File: src/hdl/ths_pkg.sv
// Shared types and constants for the tag header scanner.
// No dependencies; every other file imports this package.
package ths_pkg;

    localparam int unsigned POS_W       = 5;
    localparam int unsigned HDR_BYTES   = 4;
    localparam logic [POS_W-1:0] MAX_TAG_LEN = POS_W'(20);

    typedef enum logic [1:0] {
        KIND_CHAR = 2'd0,
        KIND_END  = 2'd1,
        KIND_NONE = 2'd2
    } t_kind;

    typedef struct packed {
        logic       valid;
        t_kind      kind;
        logic [7:0] tag_char;
        logic       tag_last;
    } t_result;

endpackage

File: src/hdl/tag_header_scanner.sv
// Tag header scanner: one byte per slave transaction, at most one result per byte.
// A byte is taken in every cycle while the result register is empty or being drained,
// so the sustained rate is one byte per clock; a result shows in the cycle after its
// byte. The header pattern should be written only while the block is idle.
// Depends on ths_pkg, ths_core and ths_out_reg.
module tag_header_scanner (
    input  logic        i_clk,
    input  logic        i_rst_n,
    input  logic        i_cfg_valid,
    output logic        o_cfg_ready,
    input  logic [31:0] i_cfg_data,      // header_pattern, first header byte in [7:0]
    input  logic        s_axis_tvalid,
    output logic        s_axis_tready,
    input  logic [7:0]  s_axis_tdata,    // [7:0] data_byte
    input  logic        s_axis_tlast,    // end_of_data
    input  logic        s_axis_tuser,    // [0] start_session
    output logic        m_axis_tvalid,
    input  logic        m_axis_tready,
    output logic [7:0]  m_axis_tdata,    // [7:0] tag_char
    output logic        m_axis_tlast,    // tag_last
    output logic [1:0]  m_axis_tuser     // [1:0] out_kind
);
    import ths_pkg::*;

    logic [31:0] r_header_pattern;
    logic        step;
    t_result     core_result;
    t_result     out_result;

    assign o_cfg_ready = 1'b1;
    assign step        = s_axis_tvalid && s_axis_tready;

    always_ff @(posedge i_clk) begin
        if (!i_rst_n) begin
            r_header_pattern <= 32'd0;
        end else if (i_cfg_valid) begin
            r_header_pattern <= i_cfg_data;
        end
    end

    ths_core u_core (
        .i_clk            (i_clk),
        .i_rst_n          (i_rst_n),
        .i_step           (step),
        .i_data_byte      (s_axis_tdata),
        .i_end_of_data    (s_axis_tlast),
        .i_start_session  (s_axis_tuser),
        .i_header_pattern (r_header_pattern),
        .o_result         (core_result)
    );

    ths_out_reg u_out_reg (
        .i_clk       (i_clk),
        .i_rst_n     (i_rst_n),
        .i_step      (step),
        .i_result    (core_result),
        .i_out_ready (m_axis_tready),
        .o_in_ready  (s_axis_tready),
        .o_result    (out_result)
    );

    assign m_axis_tvalid = out_result.valid;
    assign m_axis_tdata  = out_result.tag_char;
    assign m_axis_tlast  = out_result.tag_last;
    assign m_axis_tuser  = out_result.kind;

endmodule

File: src/hdl/ths_core.sv
// Header match and tag capture state, one byte per accepted transaction.
// Depends on ths_pkg for the result struct and limits.
module ths_core (
    input  logic                  i_clk,
    input  logic                  i_rst_n,
    input  logic                  i_step,
    input  logic [7:0]            i_data_byte,
    input  logic                  i_end_of_data,
    input  logic                  i_start_session,
    input  logic [31:0]           i_header_pattern,
    output ths_pkg::t_result      o_result
);
    import ths_pkg::*;

    logic [1:0]       r_match_count, n_match_count;
    logic             r_capturing, n_capturing;
    logic [POS_W-1:0] r_capture_pos, n_capture_pos;
    logic             r_tag_seen, n_tag_seen;

    logic [1:0]       mc;
    logic             cap;
    logic [POS_W-1:0] pos, pos_inc;
    logic             seen;
    logic [7:0]       hdr_byte;

    always_comb begin
        // start_session clears everything before the byte is handled
        mc   = i_start_session ? 2'd0 : r_match_count;
        cap  = i_start_session ? 1'b0 : r_capturing;
        pos  = i_start_session ? '0 : r_capture_pos;
        seen = i_start_session ? 1'b0 : r_tag_seen;

        hdr_byte = i_header_pattern[{mc, 3'b000} +: 8];
        pos_inc  = pos + POS_W'(1);

        n_match_count = mc;
        n_capturing   = cap;
        n_capture_pos = pos;
        n_tag_seen    = seen;
        o_result      = '{valid: 1'b0, kind: KIND_CHAR, tag_char: 8'd0, tag_last: 1'b0};

        if (cap) begin
            o_result.valid = 1'b1;
            if (i_data_byte == 8'd0) begin
                n_capturing   = 1'b0;
                n_capture_pos = '0;
                o_result.kind     = KIND_END;
                o_result.tag_last = 1'b1;
            end else begin
                o_result.tag_char = i_data_byte;
                if (pos_inc >= MAX_TAG_LEN || i_end_of_data) begin
                    n_capturing       = 1'b0;
                    n_capture_pos     = '0;
                    o_result.tag_last = 1'b1;
                end else begin
                    n_capture_pos = pos_inc;
                end
            end
        end else begin
            if (i_data_byte == hdr_byte) begin
                if (mc == 2'(HDR_BYTES - 1)) begin
                    n_match_count = 2'd0;
                    n_capturing   = 1'b1;
                    n_capture_pos = '0;
                    n_tag_seen    = 1'b1;
                end else begin
                    n_match_count = mc + 2'd1;
                end
            end else begin
                n_match_count = (i_data_byte == i_header_pattern[7:0]) ? 2'd1 : 2'd0;
            end
            if (i_end_of_data) begin
                n_match_count = 2'd0;
                if (!n_tag_seen) begin
                    o_result.valid = 1'b1;
                    o_result.kind  = KIND_NONE;
                end
            end
        end
    end

    always_ff @(posedge i_clk) begin
        if (!i_rst_n) begin
            r_match_count <= 2'd0;
            r_capturing   <= 1'b0;
            r_capture_pos <= '0;
            r_tag_seen    <= 1'b0;
        end else if (i_step) begin
            r_match_count <= n_match_count;
            r_capturing   <= n_capturing;
            r_capture_pos <= n_capture_pos;
            r_tag_seen    <= n_tag_seen;
        end
    end

endmodule

File: src/hdl/ths_out_reg.sv
// Result register between the scanner logic and the output stream.
// Depends on ths_pkg for the result struct.
module ths_out_reg (
    input  logic                  i_clk,
    input  logic                  i_rst_n,
    input  logic                  i_step,
    input  ths_pkg::t_result      i_result,
    input  logic                  i_out_ready,
    output logic                  o_in_ready,
    output ths_pkg::t_result      o_result
);
    import ths_pkg::*;

    t_result r_result;

    // take a new byte whenever the held result is empty or leaving now
    assign o_in_ready = !r_result.valid || i_out_ready;
    assign o_result   = r_result;

    always_ff @(posedge i_clk) begin
        if (!i_rst_n) begin
            r_result <= '0;
        end else if (i_step) begin
            r_result <= i_result;
        end else if (i_out_ready) begin
            r_result.valid <= 1'b0;
        end
    end

endmodule

File: config.mk
export PLATFORM = sky130hd
export DESIGN_NAME = tag_header_scanner
export DESIGN_NICKNAME = d
export VERILOG_FILES = /design/src/hdl/ths_pkg.sv /design/src/hdl/tag_header_scanner.sv /design/src/hdl/ths_core.sv /design/src/hdl/ths_out_reg.sv
export SDC_FILE = /design/constraint.sdc
export NUM_CORES = 1
export LEC_CHECK = 0
export ABC_CLOCK_PERIOD_IN_PS = 2550
export BUFFER_PORTS_ARGS = -buffer_cell sky130_fd_sc_hd__buf_2
export CORE_ASPECT_RATIO = 1.5
export CORE_MARGIN = 5
export CORE_UTILIZATION = 49
export CTS_CLUSTER_DIAMETER = 120
export DETAILED_ROUTE_END_ITERATION = 8
export MAX_ROUTING_LAYER = met4
export PLACE_DENSITY = 0.76
export SETUP_SLACK_MARGIN = 0.5
export SLEW_MARGIN = 20
export SYNTH_ARGS = -nofsm -noshare
export SYNTH_HDL_FRONTEND = slang
export SYNTH_SLANG_ARGS = --single-unit
File: constraint.sdc
create_clock -name i_clk -period 2.55 [get_ports i_clk]
set_input_delay 0.51 -clock i_clk [delete_from_list [all_inputs] [get_ports i_clk]]
set_output_delay 0.51 -clock i_clk [all_outputs]
set_load 0.02 [all_outputs]
After elaboration in Yosys (flattened, before gate mapping)
Index checks and enable logic that the tools add are counted.
{ "totals": {"regBits": 53, "latch_bits": 0, "ramBits": 0, "rom_bits": 0, "inputBits": 47, "out_inout_bits": 14, "wordCells": 55, "n_memories": 0} }
{ "classes": {"n_addsub": 2, "multipliers": 0, "div_mod_pow": 0, "magnitude_cmp": 1, "n_eq_ne": 3, "n_shift": 1, "mux": 33, "bitwise": 0, "reduce_logical": 6} }
{ "op_table": {"columns": ["operator", "n"], "rows": [
  ["variable part select 32 x 6 -> 8 bit", 1],
  ["two-way mux 5 bit", 6],
  ["two-way mux 1 bit", 17],
  ["equality test 8 bit", 2],
  ["two-way mux 2 bit", 5],
  ["two-way mux 3 bit", 3],
  ["two-way mux 9 bit", 1],
  ["zero test 8 bit", 1],
  ["two-way mux 8 bit", 1],
  ["adder 5 x 1 -> 5 bit, second input constant", 1],
  ["greater-or-equal comparator 5 bit, second input constant", 1],
  ["adder 2 x 1 -> 2 bit, second input constant", 1],
  ["equality test 2 bit, second input constant", 1],
  ["logical OR 1 bit", 2],
  ["nonzero test 2 bit", 1],
  ["logical AND 1 bit", 1],
  ["zero test 1 bit", 1]
]} }

Depth between registers and ports, before layout
Gate-level depths: netlist (run 1).
{ "logic_depth": {"depth_word": 9, "mapped_depth": 11} }

Modules after synthesis
From an unflattened synthesis (run 1), not the netlist that was laid out.
{ "unflattened": {"cells_unflattened": 331, "hier_area_um2": 3044.2} }
{ "by_module_without_submodules": {"columns": ["module", "n_inst", "cells_each", "area_each_um2", "seq_area_each_um2"], "rows": [
  ["ths_core", 1, 184, 1293.7, 180.2],
  ["tag_header_scanner", 1, 106, 1261.2, 640.6],
  ["ths_out_reg", 1, 41, 489.2, 240.2]
]} }

Least setup slack after synthesis (run 1)
Ideal clock, no wire load.
{ "synth_timing": {"kind": "input-to-reg", "startpoint": "in s_axis_tuser", "endpoint": "reg u_core.r_capture_pos[4]", "setup_ns": 0.059, "t_arrival_ns": 2.474, "t_required_ns": 2.491, "setup_slack_ns": 0.017, "path_stages": 11, "n_path_buf": 2, "path_cell_list": "buf_4 > clkbuf_1 > nor2b_1 > ha_1 > nor3_1 > a311o_1 > a21oi_1 > nor4b_1 > nand2_1 > nor3_1 > o221a_2"} }
{ "synth_between": {"elab_chain_len": 7} }
{ "synth_rtl": {"columns": ["item", "line", "source"], "rows": [
  ["start, declared", "tag_header_scanner.sv:16", "input logic s_axis_tuser,"],
  ["two-way mux 5 bit", "ths_core.sv:30", "pos = i_start_session ? '0 : r_capture_pos;"],
  ["adder 5 x 1 -> 5 bit", "ths_core.sv:34", "pos_inc = pos + POS_W'(1);"],
  ["greater-or-equal comparator 5 bit", "ths_core.sv:51", "if (pos_inc >= MAX_TAG_LEN || i_end_of_data) begin"],
  ["logical OR 1 bit", "ths_core.sv:51", null],
  ["two-way mux 5 bit", "ths_core.sv:51", null],
  ["two-way mux 5 bit", "ths_core.sv:44", "if (i_data_byte == 8'd0) begin"],
  ["two-way mux 5 bit (*)", "ths_core.sv:42", "if (cap) begin"],
  ["end signal, assigned", "ths_core.sv:91", "r_capture_pos <= n_capture_pos;"],
  ["end, declared", "ths_core.sv:17", "logic [POS_W-1:0] r_capture_pos, n_capture_pos;"]
]} }
Mark *: on every way between the ends. The rest lies on a longest branch, timed or not.
A chain may end at the register's enable or synchronous reset.

Worst setup path in the final report (run 1)
{ "layout_timing": {"startpoint": "reg u_core.r_match_count[0]", "endpoint": "reg u_core.r_capture_pos[4]"} }
{ "layout_between": {"elab_chain_len": 5} }
{ "layout_rtl": {"columns": ["item", "line", "source"], "rows": [
  ["start, declared", "ths_core.sv:15", "logic [1:0] r_match_count, n_match_count;"],
  ["start signal, assigned", "ths_core.sv:89", "r_match_count <= n_match_count;"],
  ["two-way mux 2 bit (*)", "ths_core.sv:28", "mc = i_start_session ? 2'd0 : r_match_count;"],
  ["variable part select 32 x 6 -> 8 bit or equality test 2 bit (tied branches)", "ths_core.sv:33, ths_core.sv:61", null],
  ["equality test 8 bit or two-way mux 5 bit (tied branches)", "ths_core.sv:60, ths_core.sv:61", null],
  ["two-way mux 5 bit (*)", "ths_core.sv:60", "if (i_data_byte == hdr_byte) begin"],
  ["two-way mux 5 bit (*)", "ths_core.sv:42", null]
]} }
Marks and branches as above.

==> Flow_metrics.wiki, run 1 <==
{| class="wikitable"
! Metric !! Value
|-
| Global-route wire length before repair || around 13 mm
|-
| Post-Place Worst Slack || -57.6 ps
|-
| Vias in the first global route || roughly 2800
|-
| Critical path fanouts, max || 6
|-
| Largest buffer count on any clock path || 2
|-
| Number of failing setup endpoints in the final timing report || 0
|-
| Post-route standard cell area excluding fillers || 3740 µm²
|-
| Area share of the leading cell type in the synthesized netlist || about 37%
|-
| Number of antenna violations at the first check in global routing || 0
|-
| Unrepaired setup endpoints after global routing || yes
|-
| Placeable Area || 5790 µm²
|-
| Source-to-sink clock delay at the later pin of the worst-skew pair || 310 ps
|-
| Final nets || roughly 470
|-
| Yosys warning count || 0
|-
| Sequential fraction of the synthesis area || between 30% and 40%
|-
| Nature of the critical path endpoint || register
|-
| Fraction of final layout cells with drive strength greater than 1 || between 30% and 40%
|-
| Total global routing overflow || 0
|-
| VDD IR-drop max || around 340 µV
|-
| Reg clk slew, reported paths || approximately 90 ps
|-
| Nets in the synthesized netlist || a little under 400
|-
| Area delta synth->final || 29.2%
|-
| Top area cells in the synthesized netlist || dfxtp_1, mux2i_1, nor2_1
|-
| RePlAce Congestion || 0.956
|-
| Asr flop ratio synth || 0%
|-
| Type of the worst min-delay path || in -> reg
|-
| Critical path class || reg -> reg
|-
| Critical-path cell list || buf_6 > nand2b_4 > buf_4 > a211oi_1 > or4_1 > nand4_1 > nor4_4 > o31ai_4 > o221a_2
|-
| Utilization after layout || 64.7%
|-
| CTS Root Cell || clkbuf_8
|-
| Total number of H-tree levels || 2
|-
| Largest net degree at the start of global routing || 33
|-
| Ant. Diodes || 0
|-
| Depth of the worst hold-timing path || 3
|-
| Number of clock sinks || 53
|-
| Die outline area || about 7600 µm²
|-
| Post-route ant nets || 0
|-
| Final max-slew violation count || 0
|-
| Filler cell count in the final layout || about 520
|-
| Flip-flop and latch count after synthesis || between 50 and 60
|-
| Max stage delay cell, worst path || dfxtp_4
|-
| Depth of the critical timing path with buffers and inverters included || 9
|-
| CP delay by family, top || simple AND/OR/NAND/NOR gates
|-
| Data arrival time at the worst-slack endpoint || approximately 2600 ps
|-
| Relative slew slack || about half
|-
| Total global routing track utilization || 22.7%
|-
| Power consumption || 0.00168 W
|-
| Result of the run || complete, no violations
|-
| Clock tree from TritonCTS || yes
|-
| Worst-case reg-to-reg path depth || 9
|-
| Delay of the slowest cell on the worst path || about 400 ps
|-
| Transition time at the pin with the least slew margin || about 740 ps
|-
| Vias per inst || around 5.7
|-
| Cell variety after synth || between 50 and 60
|-
| Mean instance size in the synthesized netlist || approximately 8.4 µm²
|-
| Die X || between 70 and 80 µm
|-
| Netlist area before placement || around 2900 µm²
|-
| Cell taking the most area after synthesis || dfxtp_1
|-
| Required time of the critical path || between 2000 and 3000 ps
|-
| Leakage power || between 1.5 and 2 nW
|-
| TritonCTS buffer count || 5
|-
| Drc violations || 0
|-
| Cells after synthesis || ~350
|-
| Total I/O pin count || just over 60
|-
| Peak clock frequency supported by timing || 423 MHz
|-
| Number of maximum-capacitance constraint violations || 0
|-
| Die boundary height || 104 µm
|-
| Number of port buffers || 59
|-
| Minimum clock period || approximately 2400 ps
|-
| Number of buffer and inverter instances along the worst setup path || 2
|-
| Vias || roughly 2800
|-
| Detailed-router iteration count before antenna repair || 4
|-
| Effective utilization at floorplan || between 50 and 60%
|-
| Final wirelength || 8.25 mm
|-
| Number of enable flip-flop cells after synthesis || 0
|-
| Setup TNS || 0 ps
|-
| Core Rows || 34
|-
| Nature of the critical path startpoint || register
|-
| Share of the cycle needed by the critical path after routing || about 93%
|-
| Post-layout worst setup margin || 185 ps
|-
| Main synth FF type || dfxtp_1
|-
| Final Hold Vio Count || 0
|-
| Initial detailed-routing violation count || between 200 and 300
|-
| Power density over the cells || ~450 nW/µm²
|-
| DP HPWL || 6.06 mm
|-
| Detail-routed net length per standard cell || around 17 µm
|-
| Placed cell areas || approximately 3400 µm²
|-
| Worst clock skew on the final layout || approximately 4.3 ps
|}
==> Yosys cell counts, types with 2 or more instances <==
library cell / n
or3_1: 3
nor3b_1: 3
a31oi_1: 7
xor2_1: 4
o211ai_1: 2
nand2_1: 24
a211oi_1: 4
or3b_2: 2
nand4b_1: 2
nor2b_1: 11
o32ai_1: 2
mux2i_1: 36
or4_1: 4
nand3_1: 11
a22o_1: 2
o21ai_0: 8
clkbuf_1: 12
xnor2_1: 3
dfxtp_1: 53
and3_1: 2
buf_4: 4
o21a_1: 4
buf_1: 5
a21oi_1: 19
nor4b_1: 3
inv_1: 10
nor3_1: 6
nor4_1: 4
nand4_1: 5
nor2_1: 44
nand3b_1: 2
nand2b_1: 15
buf_6: 2
buf_2: 2
ha_1: 2
o31ai_1: 3
==> tightest hold or removal path, cell delays in order <==
cell and delay [ps]:
buf_2 80, mux2i_1 50, nor2_1 70
==> per-stage QoR <==
stage | hold slack (ps) | cells
finish | 429 | 492
global placement | 440 | 470
detailed placement | 443 | 470
global route | 435 | 492
floorplan | 452 | 345
CTS | 425 | 489
==> cell usage in the layout, fill, tap and decap left out, types with 3 or more instances in the layout <==
cell and count:
a211oi_1 4, nor3b_1 3, nor3_1 4, nor4b_2 3, mux2i_1 34, buf_6 5
nand4_1 5, nand2b_1 14, clkbuf_8 7, nor2_1 43, a21oi_1 17, nor3_4 3
o21ai_0 6, inv_1 10, o21a_1 4, nor4_1 3, a31oi_1 7, xor2_1 4
or4_1 4, dfxtp_1 51, or3_1 3, nor2b_1 9, buf_4 28, nand3_1 10
nand2_1 24, buf_2 58
==> sequential cells by signal, indices dropped and copies added (netlist names) <==
name / flops
r_header_pattern: 32
u_core.r_capture_pos: 5
u_core.r_capturing: 1
u_core.r_match_count: 2
u_core.r_tag_seen: 1
u_out_reg.o_result: 12
==> routing by layer <==
layer	vias up	global-route usage (%)	wire, µm
met5	-	-	0
met3	38	2.90	409
met4	0	13.1	490
li1	1374	-	-
met1	1309	24.7	3030
met2	103	38.5	4320
==> power by group <==
| group | switching [W] | total, W | internal (W) |
|---|---|---|---|
| Clock | 0.000278 | 0.000524 | 0.000246 |
| Sequential | 0.0000320 | 0.000890 | 0.000858 |
| Combinational | 0.000140 | 0.000265 | 0.000124 |
==> path summary, 6_finish.rpt <==
check / start / end / slack, ps
setup reg to reg: u_core.r_match_count[0] / u_core.r_capture_pos[4] / 180
hold / removal: i_cfg_data[17] / r_header_pattern[17] / 430
hold reg to reg: u_out_reg.o_result[3] / u_out_reg.o_result[3] / 450
setup / recovery: u_core.r_match_count[0] / u_core.r_capture_pos[4] / 180
==> area by class of cell <==
cell class | instances | area, µm² | share of cell area (%)
multi-input combinational | 256 | 1860 | 49.7
sequential | 53 | 1070 | 28.6
timing repair buffer | 92 | 577 | 15.4
clock buffer | 7 | 96.3 | 2.58
tap | 72 | 90.1 | 2.41
inverter | 11 | 46.3 | 1.24
clock inverter | 1 | 5.00 | 0.134
==> cell families after synthesis <==
logic type | after synthesis | share of synthesized area, %
multiplexers | 37 | 12.8
XOR/XNOR | 7 | 2.12
buffers and inverters | 36 | 5.79
adder cells (fa/ha/maj) | 2 | 0.864
other | 1 | 0.130
flip-flops | 53 | 36.6
AO/OA/AOI/OAI | 64 | 15.6
AND/OR/NAND/NOR | 145 | 26.0
==> repair_timing <==
item | 4_1_cts | 5_1_grt
pin swaps | 14 | 14
hold buffers | 0 | 0
gates resized for setup | 22 | 7
gates cloned | 0 | 0
buffers inserted | 11 | 3
setup endpoints to repair | 11 | 12
Power figures use the tool's default switching activity.
==> run 2, diff against run 1 <==
--- a/config.mk
+++ b/config.mk
@@ -12,6 +12,7 @@
 export CORE_UTILIZATION = 49
 export CTS_CLUSTER_DIAMETER = 120
 export DETAILED_ROUTE_END_ITERATION = 8
+export GPL_TIMING_DRIVEN = 0
 export MAX_ROUTING_LAYER = met4
 export PLACE_DENSITY = 0.76
 export SETUP_SLACK_MARGIN = 0.5
==> run 2 against run 1 <==
Clock power up 12%. Critical path depth up 2. Combinational power up 7%. Total power up 5.1%. Sequential cell count unchanged. Final cell count up 3.7%. Largest cell class unchanged.
==> Flow_metrics.wiki, run 2 (synthesis results as in run 1) <==
{| class="wikitable"
! Metric !! Value
|-
| Critical path fanouts, max || 6
|-
| Final Hold Vio Count || 0
|-
| TritonCTS buffer count || 5
|-
| Data arrival time at the worst-slack endpoint || roughly 2600 ps
|-
| Hold_buf cts || 0
|-
| Number of antenna violations at the first check in global routing || 0
|-
| Detailed-router iteration count before antenna repair || 4
|-
| RePlAce Congestion || 0.971
|-
| Global-route wire length before repair || approximately 14 mm
|-
| Placeable Area || around 5800 µm²
|-
| Final cell count without fillers || 510
|-
| Multi-input combinational cell area || between 1500 and 2000 µm²
|-
| Power density over the cells || roughly 440 nW/µm²
|-
| Total I/O pin count || 61
|-
| Placed cells || about 470
|-
| Initial detailed-routing violation count || 214
|-
| Largest register FFs || 32
|-
| CP delay by family, top || buffers and inverters
|-
| Total global routing track utilization || a little under a quarter
|-
| Result of the run || complete, no violations
|-
| Vias || just over 3000
|-
| Number of failing setup endpoints in the final timing report || 0
|-
| Transition time at the pin with the least slew margin || 710 ps
|-
| Power consumption || roughly 0.0018 W
|-
| Largest net degree at the start of global routing || 18
|-
| Relative slew slack || roughly 53%
|-
| Required time of the critical path || 2750 ps
|-
| Area delta synth->final || 39.2%
|-
| Source-to-sink clock delay at the later pin of the worst-skew pair || between 300 and 400 ps
|-
| CTS Root Cell || clkbuf_8
|-
| Final wirelength || 9.26 mm
|-
| Final nets || 486
|-
| Core Rows || 34
|-
| Ant. Diodes || 0
|-
| Placed cell areas || roughly 3400 µm²
|-
| Unrepaired setup endpoints after global routing || yes
|-
| Most common cell after layout, fill and taps aside || buf_2
|-
| Minimum clock period || between 2000 and 2500 ps
|-
| Die X || ~73 µm
|-
| DP HPWL || roughly 6.3 mm
|-
| Setup TNS || 0 ps
|-
| Nature of the critical path startpoint || register
|-
| Fraction of final layout cells with drive strength greater than 1 || 33.1%
|-
| Number of buffer and inverter instances along the worst setup path || 5
|-
| Vias in the first global route || 2770
|-
| Final max-slew violation count || 0
|-
| Total number of H-tree levels || 2
|-
| Max stage delay cell, worst path || dfxtp_2
|-
| Drc violations || 0
|-
| Nature of the critical path endpoint || register
|-
| Peak clock frequency supported by timing || a little over 400 MHz
|-
| Total global routing overflow || 0
|-
| Reg clk slew, reported paths || about 100 ps
|-
| Number of port buffers || between 50 and 60
|-
| Worst clock skew on the final layout || 11.8 ps
|-
| Filler cell count in the final layout || around 500
|-
| Detail-routed net length per standard cell || 18.2 µm
|-
| Clock tree from TritonCTS || yes
|-
| Delay of the slowest cell on the worst path || around 350 ps
|-
| Type of the worst min-delay path || in -> reg
|-
| Number of clock sinks || 53
|-
| VDD IR-drop max || between 300 and 400 µV
|-
| Share of the cycle needed by the critical path after routing || between 90% and 100%
|-
| Post-route standard cell area excluding fillers || between 4000 and 5000 µm²
|-
| Critical path class || reg -> reg
|-
| Vias per inst || between 5 and 6
|-
| Reg area || about 1100 µm²
|-
| Die boundary height || between 100 and 150 µm
|-
| Effective utilization at floorplan || about half
|-
| Leakage power || 1.69 nW
|-
| Number of maximum-capacitance constraint violations || 0
|-
| Post-route ant nets || 0
|-
| Register with the highest flop count || r_header_pattern
|-
| Critical-path cell list || buf_6 > buf_8 > buf_4 > nor3b_1 > o31ai_1 > nand4_1 > buf_4 > buf_6 > nor4_4 > o31ai_4 > o311a_1
|-
| Highest-count cells in the layout ignoring fill and taps || buf_2, dfxtp_1, nor2_1, mux2i_1, nand2_1
|-
| Die outline area || about 7600 µm²
|-
| Largest buffer count on any clock path || 2
|}
[run 2: worst min-delay path, stage by stage]
cell and delay, ps:
buf_2 70, mux2i_1 50, nor2_1 70
[run 2: repair_timing]
action	in CTS	in global routing
pin swaps	21	19
cloned	1	2
gates resized for setup	24	27
setup endpoints to repair	12	12
buffers inserted	18	9
[run 2: stage by stage]
stage / hold WS, ps / worst slack [ps] / utilization [%]
after floorplan: 452 / 346 / -
after global placement: 439 / -122 / 58.8
after detailed placement: 445 / -155 / 58.8
after CTS: 426 / 219 / 65.4
after global routing: 418 / 60.9 / 69.7
final: 422 / 117 / 69.7
[run 2: power by group]
group          switching (W)  internal, W  leakage (nW)
combinational       0.000152     0.000132          1.20
clock               0.000291     0.000295        0.0585
sequential         0.0000341     0.000859         0.435
total               0.000477      0.00129          1.69
[run 2: routing by layer]
metal	wire, µm	track usage [%]	up-vias
li1	-	-	1413
met3	467	3.68	51
met4	623	12.8	0
met5	0	-	-
met2	4880	40.2	142
met1	3290	24.5	1423
[run 2: final timing paths]
check,from,to,slack (ps),cells after the start
max reg2reg,u_core.r_match_count[1],u_core.r_capture_pos[3],120,11
max,u_core.r_match_count[1],u_core.r_capture_pos[3],120,11
min reg2reg,u_out_reg.o_result[6],u_out_reg.o_result[6],460,2
min,i_cfg_data[9],r_header_pattern[9],420,3
[run 2: area by class of cell]
type	count	share of cell area (%)
well taps	72	2.24
clock inverters	3	1.09
multi-input cells	256	47.8
inverters	11	1.21
plain buffers	25	5.09
flip-flops and latches	53	26.5
clock buffers	5	1.71
repair buffers	85	14.4
